==> config.mk <==
export PLATFORM = sky130hd
export DESIGN_NAME = playfair_digraph_cipher_flat
export DESIGN_NICKNAME = d
export VERILOG_FILES = /design/src/pf_pkg.sv /design/src/pf_ifs.sv /design/src/pf_config.sv /design/src/pf_pairer.sv /design/src/pf_cipher.sv /design/src/playfair_digraph_cipher.sv /design/src/flat_wrapper.sv
export VERILOG_INCLUDE_DIRS = /design/src /design/src/src
export SDC_FILE = /design/constraint.sdc
export NUM_CORES = 1
export LEC_CHECK = 0
export ABC_CLOCK_PERIOD_IN_PS = 15350
export BUFFER_PORTS_ARGS = -buffer_cell sky130_fd_sc_hd__buf_2
export CORE_UTILIZATION = 40
export DETAILED_ROUTE_END_ITERATION = 10
export SYNTH_ARGS = -nofsm -noshare
export SYNTH_HDL_FRONTEND = slang
export SYNTH_HIERARCHICAL = 1
export SYNTH_SLANG_ARGS = --single-unit
export TNS_END_PERCENT = 30
==> constraint.sdc <==
create_clock -name clk -period 15.35 [get_ports clk]
set_input_delay 3.07 -clock clk [delete_from_list [all_inputs] [get_ports clk]]
set_output_delay 3.07 -clock clk [all_outputs]
set_load 0.02 [all_outputs]
==> src/playfair_digraph_cipher_macros.svh <==
// Assertion macros shared by the playfair digraph cipher RTL.
// Included by the modules that carry concurrent checks; depends on nothing.
`ifndef PLAYFAIR_DIGRAPH_CIPHER_MACROS_SVH
`define PLAYFAIR_DIGRAPH_CIPHER_MACROS_SVH

// Same-cycle implication, disabled while in reset.
`define ASSERT_IMP(lbl, clk, rst_n, ante, cons) \
    lbl: assert property (@(posedge clk) disable iff (!rst_n) (ante) |-> (cons)) \
        else $error("same-cycle implication failed");

// Next-cycle implication, disabled while in reset.
`define ASSERT_NXT(lbl, clk, rst_n, ante, cons) \
    lbl: assert property (@(posedge clk) disable iff (!rst_n) (ante) |=> (cons)) \
        else $error("next-cycle implication failed");

`endif

==> src/pf_pkg.sv <==
// Package for the playfair digraph cipher: letter codes, key square types,
// reset square and the square lookup functions. Depends on nothing.
`timescale 1ns / 1ps
`default_nettype none

package pf_pkg;

    localparam int SIDE = 5;

    localparam logic [4:0] LETTER_I   = 5'd8;
    localparam logic [4:0] LETTER_J   = 5'd9;
    localparam logic [4:0] LETTER_X   = 5'd23;
    localparam logic [4:0] LETTER_MAX = 5'd25;

    // Configuration register indexes
    localparam logic [2:0] REG_DECRYPT = 3'd0;
    localparam logic [2:0] REG_ROW0    = 3'd1;
    localparam logic [2:0] REG_ROW4    = 3'd5;

    typedef logic [4:0] letter_t;
    typedef logic [2:0] pos_idx_t;
    // Column k of a row sits at bits 5k
    typedef letter_t [SIDE-1:0] row_t;
    typedef row_t    [SIDE-1:0] square_t;

    localparam logic [24:0] ROW0_RST = 25'd4294688;
    localparam logic [24:0] ROW1_RST = 25'd10755269;
    localparam logic [24:0] ROW2_RST = 25'd16201099;
    localparam logic [24:0] ROW3_RST = 25'd21613104;
    localparam logic [24:0] ROW4_RST = 25'd27025109;

    typedef struct packed {
        logic    decrypt;
        square_t square;
    } cfg_t;

    typedef struct packed {
        logic    valid;
        letter_t a;
        letter_t b;
        logic    is_last;
    } pair_t;

    typedef struct packed {
        pos_idx_t row;
        pos_idx_t col;
    } pos_t;

    // First match in row-major order wins; no match gives row 0, column 0
    function automatic pos_t locate(square_t sq, letter_t ch);
        pos_t pos;
        pos = '0;
        for (int r = SIDE - 1; r >= 0; r--) begin
            for (int c = SIDE - 1; c >= 0; c--) begin
                if (sq[r][c] == ch) begin
                    pos.row = pos_idx_t'(r);
                    pos.col = pos_idx_t'(c);
                end
            end
        end
        return pos;
    endfunction

    // One place forward or backward, modulo the square side
    function automatic pos_idx_t step(pos_idx_t v, logic dec);
        pos_idx_t res;
        if (dec) begin
            res = (v == '0) ? pos_idx_t'(SIDE - 1) : v - pos_idx_t'(1);
        end
        else begin
            res = (v == pos_idx_t'(SIDE - 1)) ? '0 : v + pos_idx_t'(1);
        end
        return res;
    endfunction

endpackage

`default_nettype wire

==> src/pf_ifs.sv <==
// Channel interfaces for the playfair digraph cipher: plaintext letters,
// result letters and configuration writes. Depends on pf_pkg.
`timescale 1ns / 1ps
`default_nettype none

interface pf_text_if;
    logic            valid;
    logic            ready;
    pf_pkg::letter_t letter;
    logic            end_of_text;

    modport source (output valid, output letter, output end_of_text, input ready);
    modport sink (input valid, input letter, input end_of_text, output ready);
endinterface

interface pf_result_if;
    logic            valid;
    logic            ready;
    pf_pkg::letter_t out_letter;
    logic            out_last;

    modport source (output valid, output out_letter, output out_last, input ready);
    modport sink (input valid, input out_letter, input out_last, output ready);
endinterface

interface pf_cfg_if;
    logic        valid;
    logic        ready;
    logic [2:0]  index;
    logic [24:0] data;

    modport source (output valid, output index, output data, input ready);
    modport sink (input valid, input index, input data, output ready);
endinterface

`default_nettype wire

==> src/pf_config.sv <==
// Configuration registers: mode bit and the five key square rows.
// Depends on pf_pkg and pf_cfg_if.
`timescale 1ns / 1ps
`default_nettype none

module pf_config (
    input  wire logic     clk,
    input  wire logic     rst_n,
    pf_cfg_if.sink        cfg,
    output pf_pkg::cfg_t  conf
);

    logic            decrypt_reg;
    pf_pkg::square_t square_reg;
    logic            wr;

    assign cfg.ready = 1'b1;
    assign wr        = cfg.valid && cfg.ready;

    always_ff @(posedge clk or negedge rst_n)
    begin
        if (!rst_n)
        begin
            decrypt_reg   <= 1'b0;
            square_reg[0] <= pf_pkg::ROW0_RST;
            square_reg[1] <= pf_pkg::ROW1_RST;
            square_reg[2] <= pf_pkg::ROW2_RST;
            square_reg[3] <= pf_pkg::ROW3_RST;
            square_reg[4] <= pf_pkg::ROW4_RST;
        end
        else if (wr)
        begin
            if (cfg.index == pf_pkg::REG_DECRYPT)
            begin
                decrypt_reg <= cfg.data[0];
            end
            else if (cfg.index <= pf_pkg::REG_ROW4)
            begin
                // Row number is the index minus one; indexes past the list drop
                square_reg[cfg.index - pf_pkg::REG_ROW0] <= cfg.data;
            end
        end
    end

    assign conf.decrypt = decrypt_reg;
    assign conf.square  = square_reg;

endmodule

`default_nettype wire

==> src/pf_pairer.sv <==
// Digraph former: folds j into i, holds an unpaired letter and queues up to
// two letter pairs per input transfer. Depends on pf_pkg and pf_text_if.
`timescale 1ns / 1ps
`default_nettype none
`include "playfair_digraph_cipher_macros.svh"

module pf_pairer (
    input  wire logic     clk,
    input  wire logic     rst_n,
    pf_text_if.sink       text,
    input  wire logic     pair_take,
    output pf_pkg::pair_t pair
);

    logic            held_valid_reg, held_valid_next;
    pf_pkg::letter_t held_letter_reg, held_letter_next;
    logic            job_valid_reg;
    logic            job_two_reg;
    logic            job_ptr_reg;
    pf_pkg::letter_t a0_reg, b0_reg, a1_reg, b1_reg;
    pf_pkg::letter_t a0_next, b0_next, a1_next, b1_next;
    logic [1:0]      cnt_next;
    pf_pkg::letter_t ch;
    logic            accept;
    logic            job_done;

    assign ch       = (text.letter == pf_pkg::LETTER_J) ? pf_pkg::LETTER_I : text.letter;
    assign job_done = pair_take && pair.is_last;
    assign text.ready = !job_valid_reg || job_done;
    assign accept   = text.valid && text.ready;

    always_comb
    begin
        held_valid_next  = held_valid_reg;
        held_letter_next = held_letter_reg;
        cnt_next         = 2'd0;
        a0_next          = held_letter_reg;
        b0_next          = pf_pkg::LETTER_X;
        a1_next          = held_letter_reg;
        b1_next          = pf_pkg::LETTER_X;
        if (text.letter <= pf_pkg::LETTER_MAX)
        begin
            if (!held_valid_reg)
            begin
                held_valid_next  = 1'b1;
                held_letter_next = ch;
            end
            else if (held_letter_reg == ch)
            begin
                // Doubled letter: close with filler, keep the new one held
                cnt_next = 2'd1;
            end
            else
            begin
                b0_next         = ch;
                cnt_next        = 2'd1;
                held_valid_next = 1'b0;
            end
        end
        if (text.end_of_text && held_valid_next)
        begin
            if (cnt_next == 2'd0)
            begin
                a0_next = held_letter_next;
            end
            else
            begin
                a1_next = held_letter_next;
            end
            cnt_next        = cnt_next + 2'd1;
            held_valid_next = 1'b0;
        end
    end

    always_ff @(posedge clk or negedge rst_n)
    begin
        if (!rst_n)
        begin
            held_valid_reg  <= 1'b0;
            held_letter_reg <= '0;
            job_valid_reg   <= 1'b0;
            job_two_reg     <= 1'b0;
            job_ptr_reg     <= 1'b0;
        end
        else
        begin
            if (accept)
            begin
                held_valid_reg  <= held_valid_next;
                held_letter_reg <= held_letter_next;
            end
            if (accept && cnt_next != 2'd0)
            begin
                job_valid_reg <= 1'b1;
                job_two_reg   <= cnt_next[1];
                job_ptr_reg   <= 1'b0;
            end
            else if (job_done)
            begin
                job_valid_reg <= 1'b0;
            end
            else if (pair_take)
            begin
                job_ptr_reg <= 1'b1;
            end
        end
    end

    always_ff @(posedge clk)
    begin
        if (accept)
        begin
            a0_reg <= a0_next;
            b0_reg <= b0_next;
            a1_reg <= a1_next;
            b1_reg <= b1_next;
        end
    end

    assign pair.valid   = job_valid_reg;
    assign pair.a       = job_ptr_reg ? a1_reg : a0_reg;
    assign pair.b       = job_ptr_reg ? b1_reg : b0_reg;
    assign pair.is_last = !job_two_reg || job_ptr_reg;

    `ASSERT_IMP(a_stall_busy, clk, rst_n, !text.ready, job_valid_reg)
    `ASSERT_IMP(a_ptr_two, clk, rst_n, job_valid_reg && job_ptr_reg, job_two_reg)
    `ASSERT_NXT(a_drain, clk, rst_n, job_done && !accept, !job_valid_reg)
    `ASSERT_NXT(a_eot_clear, clk, rst_n, accept && text.end_of_text, !held_valid_reg)

endmodule

`default_nettype wire

==> src/pf_cipher.sv <==
// Key square lookup for one digraph and the result letter register that
// sends the two letters in turn. Depends on pf_pkg and pf_result_if.
`timescale 1ns / 1ps
`default_nettype none

module pf_cipher (
    input  wire logic     clk,
    input  wire logic     rst_n,
    input  wire pf_pkg::cfg_t  conf,
    input  wire pf_pkg::pair_t pair,
    output logic          pair_take,
    pf_result_if.source   result
);

    logic            pr_valid_reg;
    logic            pr_idx_reg;
    logic            pr_last_reg;
    pf_pkg::letter_t oa_reg, ob_reg;
    pf_pkg::letter_t oa_next, ob_next;
    pf_pkg::pos_t    pa, pb;
    logic            pr_free;
    logic            sent;

    assign pa = pf_pkg::locate(conf.square, pair.a);
    assign pb = pf_pkg::locate(conf.square, pair.b);

    always_comb
    begin
        if (pa.row == pb.row)
        begin
            oa_next = conf.square[pa.row][pf_pkg::step(pa.col, conf.decrypt)];
            ob_next = conf.square[pb.row][pf_pkg::step(pb.col, conf.decrypt)];
        end
        else if (pa.col == pb.col)
        begin
            oa_next = conf.square[pf_pkg::step(pa.row, conf.decrypt)][pa.col];
            ob_next = conf.square[pf_pkg::step(pb.row, conf.decrypt)][pb.col];
        end
        else
        begin
            // Rectangle: swap columns
            oa_next = conf.square[pa.row][pb.col];
            ob_next = conf.square[pb.row][pa.col];
        end
    end

    assign sent      = result.valid && result.ready;
    assign pr_free   = !pr_valid_reg || (sent && pr_idx_reg);
    assign pair_take = pair.valid && pr_free;

    always_ff @(posedge clk or negedge rst_n)
    begin
        if (!rst_n)
        begin
            pr_valid_reg <= 1'b0;
            pr_idx_reg   <= 1'b0;
        end
        else if (pair_take)
        begin
            pr_valid_reg <= 1'b1;
            pr_idx_reg   <= 1'b0;
        end
        else if (sent)
        begin
            // Advance to the second letter, or drop the finished pair
            pr_idx_reg   <= 1'b1;
            pr_valid_reg <= !pr_idx_reg;
        end
    end

    always_ff @(posedge clk)
    begin
        if (pair_take)
        begin
            oa_reg      <= oa_next;
            ob_reg      <= ob_next;
            pr_last_reg <= pair.is_last;
        end
    end

    assign result.valid      = pr_valid_reg;
    assign result.out_letter = pr_idx_reg ? ob_reg : oa_reg;
    assign result.out_last   = pr_idx_reg && pr_last_reg;

endmodule

`default_nettype wire

==> src/playfair_digraph_cipher.sv <==
// Playfair digraph cipher top level: configuration registers, digraph
// former and key square lookup. Depends on pf_pkg, pf_ifs and submodules.
//
//  channel | modport | payload                     | transfer when
//  --------+---------+-----------------------------+-------------------
//  text    | sink    | letter, end_of_text         | valid && ready
//  cipher  | source  | out_letter, out_last        | valid && ready
//  cfg     | sink    | index (0 mode, 1..5 rows)   | valid && ready
//
// A letter is taken every cycle while no pair waits or the last one is taken.
// Each digraph occupies the result register for its two letters, one letter
// a cycle while cipher is ready. The first result letter passes the pairer's
// pair registers, then the result register. Reset drops the held letter and
// loads the plain a..z square (no j) in encrypt mode. cfg is always ready.
`timescale 1ns / 1ps
`default_nettype none

module playfair_digraph_cipher (
    input  wire logic   clk,
    input  wire logic   rst_n,
    pf_text_if.sink     text,
    pf_result_if.source cipher,
    pf_cfg_if.sink      cfg
);

    pf_pkg::cfg_t  conf;
    pf_pkg::pair_t pair;
    logic          pair_take;

    pf_config u_config (
        .clk   (clk),
        .rst_n (rst_n),
        .cfg   (cfg),
        .conf  (conf)
    );

    pf_pairer u_pairer (
        .clk       (clk),
        .rst_n     (rst_n),
        .text      (text),
        .pair_take (pair_take),
        .pair      (pair)
    );

    pf_cipher u_cipher (
        .clk       (clk),
        .rst_n     (rst_n),
        .conf      (conf),
        .pair      (pair),
        .pair_take (pair_take),
        .result    (cipher)
    );

endmodule

`default_nettype wire
==> src/flat_wrapper.sv <==
// flat-port wrapper written by rule: the top's interface ports become plain ports
module playfair_digraph_cipher_flat 
  (clk, rst_n, text_valid, text_letter, text_end_of_text, text_ready, cipher_valid, cipher_out_letter, cipher_out_last, cipher_ready, cfg_valid, cfg_index, cfg_data, cfg_ready);
  pf_text_if text_i ();
  pf_result_if cipher_i ();
  pf_cfg_if cfg_i ();
  input  wire logic clk;
  input  wire logic rst_n;
  input wire logic [$bits(text_i.valid)-1:0] text_valid;
  input wire logic [$bits(text_i.letter)-1:0] text_letter;
  input wire logic [$bits(text_i.end_of_text)-1:0] text_end_of_text;
  output wire logic [$bits(text_i.ready)-1:0] text_ready;
  output wire logic [$bits(cipher_i.valid)-1:0] cipher_valid;
  output wire logic [$bits(cipher_i.out_letter)-1:0] cipher_out_letter;
  output wire logic [$bits(cipher_i.out_last)-1:0] cipher_out_last;
  input wire logic [$bits(cipher_i.ready)-1:0] cipher_ready;
  input wire logic [$bits(cfg_i.valid)-1:0] cfg_valid;
  input wire logic [$bits(cfg_i.index)-1:0] cfg_index;
  input wire logic [$bits(cfg_i.data)-1:0] cfg_data;
  output wire logic [$bits(cfg_i.ready)-1:0] cfg_ready;
  assign text_i.valid = text_valid;
  assign text_i.letter = text_letter;
  assign text_i.end_of_text = text_end_of_text;
  assign text_ready = text_i.ready;
  assign cipher_valid = cipher_i.valid;
  assign cipher_out_letter = cipher_i.out_letter;
  assign cipher_out_last = cipher_i.out_last;
  assign cipher_i.ready = cipher_ready;
  assign cfg_i.valid = cfg_valid;
  assign cfg_i.index = cfg_index;
  assign cfg_i.data = cfg_data;
  assign cfg_ready = cfg_i.ready;
  playfair_digraph_cipher u_core (.clk(clk), .rst_n(rst_n), .text(text_i), .cipher(cipher_i), .cfg(cfg_i));
endmodule
## Word-level counts from Yosys, hierarchy flattened

Cells that the tools add are included.

| word-level totals | value |
|---|---|
| input port bits | 39 |
| flip-flop bits (word level) | 163 |
| logic and storage cells | 274 |
| output and inout bits | 9 |

| cells by class | value |
|---|---|
| equal/unequal tests | 59 |
| mux-type cells | 121 |
| $lt $le $gt $ge | 12 |
| bitwise logic cells | 3 |
| reductions and logical operators | 30 |
| $add $sub $neg | 10 |

Operator list:

| kind | number |
|---|---|
| $bmux 25 s3 | 4 |
| $mux 6 | 50 |
| $eq 5x5->1 | 51 |
| $bwmux 125 | 1 |
| $mux 25 | 5 |
| $mux 5 | 20 |
| $bmux 5 s3 | 6 |
| $demux 25 s3 | 1 |
| $mux 3 | 18 |
| $lt 3x4->1 const B | 9 |
| $logic_not 3->1 | 5 |
| $mux 1 | 15 |
| $sub 3x1->3 const B | 5 |
| $add 3x1->3 const B | 4 |
| $eq 3x3->1 const B | 4 |
| $logic_and 1x1->1 | 9 |
| $reduce_bool 2->1 | 4 |
| $eq 3x3->1 | 2 |
| $eq 5x4->1 const B | 1 |
| $le 5x5->1 const B | 1 |
| $logic_not 1->1 | 4 |
| $reduce_and 2->1 | 2 |
| $ge 3x1->1 const B | 1 |
| $le 3x3->1 const B | 1 |
| 8 further kinds | 12 |

## Depth between registers and ports, before layout

| logic depth | value |
|---|---|
| word-level depth | 38 |
| gate-level depth with buffers | 27 |
| gate-level depth less buffers | 19 |

## Modules after synthesis

The synthesis kept the hierarchy.

By module, submodules not included:

| module | seq. area each (um^2) | cells an instance | area an instance (um^2) | times used |
|---|---|---|---|---|
| pf_cipher | 380.4 | 1461 | 10261.1 | 1 |
| pf_config | 3221.8 | 286 | 5079.9 | 1 |
| pf_pairer | 675.6 | 91 | 1158.6 | 1 |

## Least setup slack after synthesis

OpenSTA, ideal clock, no wires.

| path | value |
|---|---|
| path type | input to output |
| start | in cipher_ready |
| end | out text_ready |
| slack | 8.193 ns |
| arrival time | 4.087 ns |
| cell stages on the path | 4 |
| cells stage by stage | a21oi_1 > nor2b_1 > nand2_1 > nand2_1 |

| on the way | value |
|---|---|
| cells in the longest elaborated chain, start to end | 6 |

Ends and longest elaborated chain:

| what | RTL line | RTL |
|---|---|---|
| start, declared | flat_wrapper.sv:16 | `input wire logic [$bits(cipher_i.ready)-1:0] cipher_ready;` |
| $logic_and 1x1->1 | pf_cipher.sv:47 | `assign sent = result.valid && result.ready;` |
| $logic_and 1x1->1 | pf_cipher.sv:48 | `assign pr_free = !pr_valid_reg \|\| (sent && pr_idx_reg);` |
| $logic_or 1x1->1 | pf_cipher.sv:48 |  |
| $logic_and 1x1->1 | pf_cipher.sv:49 | `assign pair_take = pair.valid && pr_free;` |
| net u_core.pair_take | playfair_digraph_cipher.sv:28 | `logic pair_take;` |
| $logic_and 1x1->1 | pf_pairer.sv:28 | `assign job_done = pair_take && pair.is_last;` |
| $logic_or 1x1->1 | pf_pairer.sv:29 | `assign text.ready = !job_valid_reg \|\| job_done;` |
| end, declared | flat_wrapper.sv:12 | `output wire logic [$bits(text_i.ready)-1:0] text_ready;` |

The timed path passes the listed nets, and every way through them passes these cells.

==> run_results.csv <==
group,metric,value,unit
routing,via_per_inst,6.52,
worst_setup_path,r2r-start,"u_core/u_pairer/job_ptr_reg$_DFFE_PN0P_",
clocking,ctsResizeCount,0,
timing,worstMarginPinSlew,1.28,ns
layout,final_cells,2313,
outcome,status,"finished clean",
yosys,synth-simple-area-share,16.3,%
clocking,clk_pin_slew_worst_paths,0.08,ns
worst_setup_path,path_buf_inv,3,
placement,io_buffers,46,
floorplan,start_util,40.5,%
yosys,postSynthCellCount,1838,
floorplan,core,40700,µm²
worst_setup_path,criticalPathCategory,"flop to flop",
floorplan,row_count,74,
global_routing,grt_usage,35.6,%
worst_setup_path,crit_family,"simple AND/OR/NAND/NOR gates",
yosys,synth-main-ff-cell,"dfrtp_1",
clocking,numCtsBuffers,17,
global_routing,grt_pass1_wl,106000,µm
worst_setup_path,crit_top_cell,"buf_4",
clocking,post_cts_buffers,0,
yosys,synth_cell_type_count,104,
placement,gp_congestion,1.04,
placement,placed_cells,2280,
timing,slew-limit-headroom,14.2,%
routing,totalWireLength,74200,µm
routing,ant_nets,0,
clocking,root_buffer,"clkbuf_16",
worst_setup_path,critPathMaxFanout,25,
layout,fillers,4065,
timing,fmax,0.134,GHz
layout,nets,1822,
timing,setup_violations,0,
yosys,ys_seq_area_share,25.9,%
timing,final_max_slew_viol_count,0,
yosys,ys_async_sr_fraction,84.0,%
placement,dp_hpwl,53700,µm
worst_setup_path,cp.arrival,7.66,ns
clocking,clock-sinks,163,
global_routing,grt_pass1_vias,14518,
yosys,synth_top_family_by_area,"multiplexers",
yosys,synth.area.mux_share,20.0,%
layout,layout-drive-gt1-share,22.4,%
worst_setup_path,cp-start-kind,"flop",
clocking,ctsHoldBuffers,0,
yosys,avgSynthCellArea,8.98,µm²
layout,largest_reg_flops,125,
yosys,synth_edf_count,26,
yosys,synth_nets,1893,
yosys,ys_seq_elements,163,
worst_setup_path,slowest_stage,"nor3_1",
layout,areaGrowthSynthToFinish,4.21,%
timing,hold_violations,0,
yosys,synth_xor_area_share,14.1,%
yosys,synth_fa_ha_area_share,1.27,%
clocking,ctsLongestPathBuffers,2,
floorplan,num_io_pins,48,
clocking,tritoncts,"built",
timing,period_share,48.5,%
routing,first_pass_iters,6,
global_routing,antenna_found_initial,2,
worst_setup_path,cp_slowest_stage_delay,0.88,ns
floorplan,die_h,205,µm
floorplan,die_x,205,µm
worst_setup_path,worstPathCellList,"or2_2 -> xnor2_1 -> nand3_1 -> nor3_1 -> nor3b_1 -> and3_1 -> buf_4 -> nor2_4 -> clkinv_1 -> ha_1 -> nor4_1 -> a211oi_4 -> a21oi_2 -> buf_4 -> nor2_1 -> a31oi_1 -> o21ai_0 -> a2111oi_0 -> a211oi_1",
worst_setup_path,cp.required,15.56,ns
min_path,min_from,"u_core/u_pairer/held_letter_reg[0]$_DFFE_PN0P_",
global_routing,overflow,0,
floorplan,die_area,42100,µm²
clocking,clk_latency,0.50,ns
timing,period_needed,7.45,ns
timing,finClkSkew,0.0286,ns
routing,wire_per_inst,32.1,µm
run,maxCapViolCount,0,
clocking,htreeDepth,4,
worst_setup_path,crit_start,"u_core/u_pairer/job_ptr_reg$_DFFE_PN0P_",
timing,whs,0.481,ns
routing,dr_total_vias,15088,
timing,rsz0062_at_grt,"no",
routing,drc,0,
routing,drtIter0Drc,2017,
min_path,hold_path.class,"flop to flop",
global_routing,grt_max_degree,71,
yosys,synth_compound_area_share,15.3,%
yosys,netlist_area,16500,µm²
timing,final.setup.tns,0,ns
layout,final_core_util,42.2,%
yosys,yosysWarnings,6,
worst_setup_path,cp-end-kind,"flop",
kinds of logic (layout without fill, tap and decap cells):
group / Yosys count / after routing
compound gates: 347 / 347
xor+xnor: 264 / 264
fa+ha+maj: 17 / 17
buf+inv: 205 / 147
flops: 163 / 163
mux: 292 / 292
other cells: 1 / 2
simple gates: 549 / 549
area by class of cell:
type	instances	area [µm²]	area share (%)
inverter	34	128	0.742
antenna	1	2.50	0.0146
clock inverter	14	130	0.757
multi-input combinational	1470	11100	64.3
clock buffer	18	429	2.50
tap	532	666	3.87
timing repair buffer	81	499	2.90
sequential	163	4280	24.9
path summary, 6_finish.rpt:
| check | end | slack [ns] | cells after the start |
|---|---|---|---|
| min reg2reg | u_core/u_pairer/a1_reg[0]$_DFFE_PP_ | 0.48 | 0 |
| max in group asynchronous | u_core/u_config/conf[33]$_DFFE_PN0P_ | 11.34 | 2 |
| max | u_core/u_cipher/ob_reg[1]$_DFFE_PP_ | 7.90 | 19 |
| min | u_core/u_pairer/a1_reg[0]$_DFFE_PP_ | 0.48 | 0 |
| max reg2reg | u_core/u_cipher/ob_reg[1]$_DFFE_PP_ | 7.90 | 19 |
| min in group asynchronous | u_core/u_config/conf[121]$_DFFE_PN0P_ | 2.60 | 1 |
through the flow:
step | area (µm²) | setup WS, ns
after floorplan | 16500 | 8.19
after global placement | 16600 | 8.29
after detailed placement | 16600 | 8.25
after CTS | 17200 | 8.25
after global routing | 17200 | 7.71
final | 17200 | 7.90
cell usage after synthesis, types with 22 or more instances:
master | n | area (µm²)
nand2_1 | 219 | 822
mux2_2 | 150 | 1690
xnor2_1 | 132 | 1160
xor2_1 | 131 | 1150
nand3_1 | 94 | 470
mux2i_1 | 91 | 911
clkbuf_1 | 87 | 327
dfrtp_1 | 82 | 2050
a21oi_1 | 63 | 315
nor2_1 | 63 | 236
dfstp_2 | 55 | 1450
nor3_1 | 55 | 275
o21ai_0 | 48 | 240
o221ai_1 | 33 | 289
mux2_4 | 31 | 465
inv_1 | 29 | 109
a22oi_1 | 27 | 203
edfxtp_1 | 26 | 781
buf_2 | 22 | 110
buf_6 | 22 | 248
placed cells by master, fill, tap and decap left out, types with 45 or more instances in the layout:
master	Yosys	final
nand2_1	219	219
mux2_2	150	150
xnor2_1	132	132
xor2_1	131	131
nand3_1	94	94
mux2i_1	91	91
dfrtp_1	82	82
a21oi_1	63	63
nor2_1	63	62
nor3_1	55	55
dfstp_2	55	55
o21ai_0	48	48
buf_2	22	45
worst reg2reg max path, cell delays in order (launching register included):
cell and delay, ns:
dfrtp_1 0.63, or2_2 0.84, xnor2_1 0.20, nand3_1 0.09, nor3_1 0.88, nor3b_1 0.17
and3_1 0.25, buf_4 0.23, nor2_4 0.14, clkinv_1 0.55, ha_1 0.53, nor4_1 0.51
a211oi_4 0.11, a21oi_2 0.12, buf_4 0.39, nor2_1 0.09, a31oi_1 0.33, o21ai_0 0.17
a2111oi_0 0.79, a211oi_1 0.17
metal layers:
layer  up-vias  global-route usage (%)  routed length (µm)
li1       6468                       -                   -
met1      7518                    45.9               30600
met2       876                    54.6               32600
met3       226                    8.73                6850
met4         0                    19.2                4190
met5         -                       0                   0
Power is not shown: default switching activity piles up to over one toggle a cycle in this logic, so the estimate is an artifact.
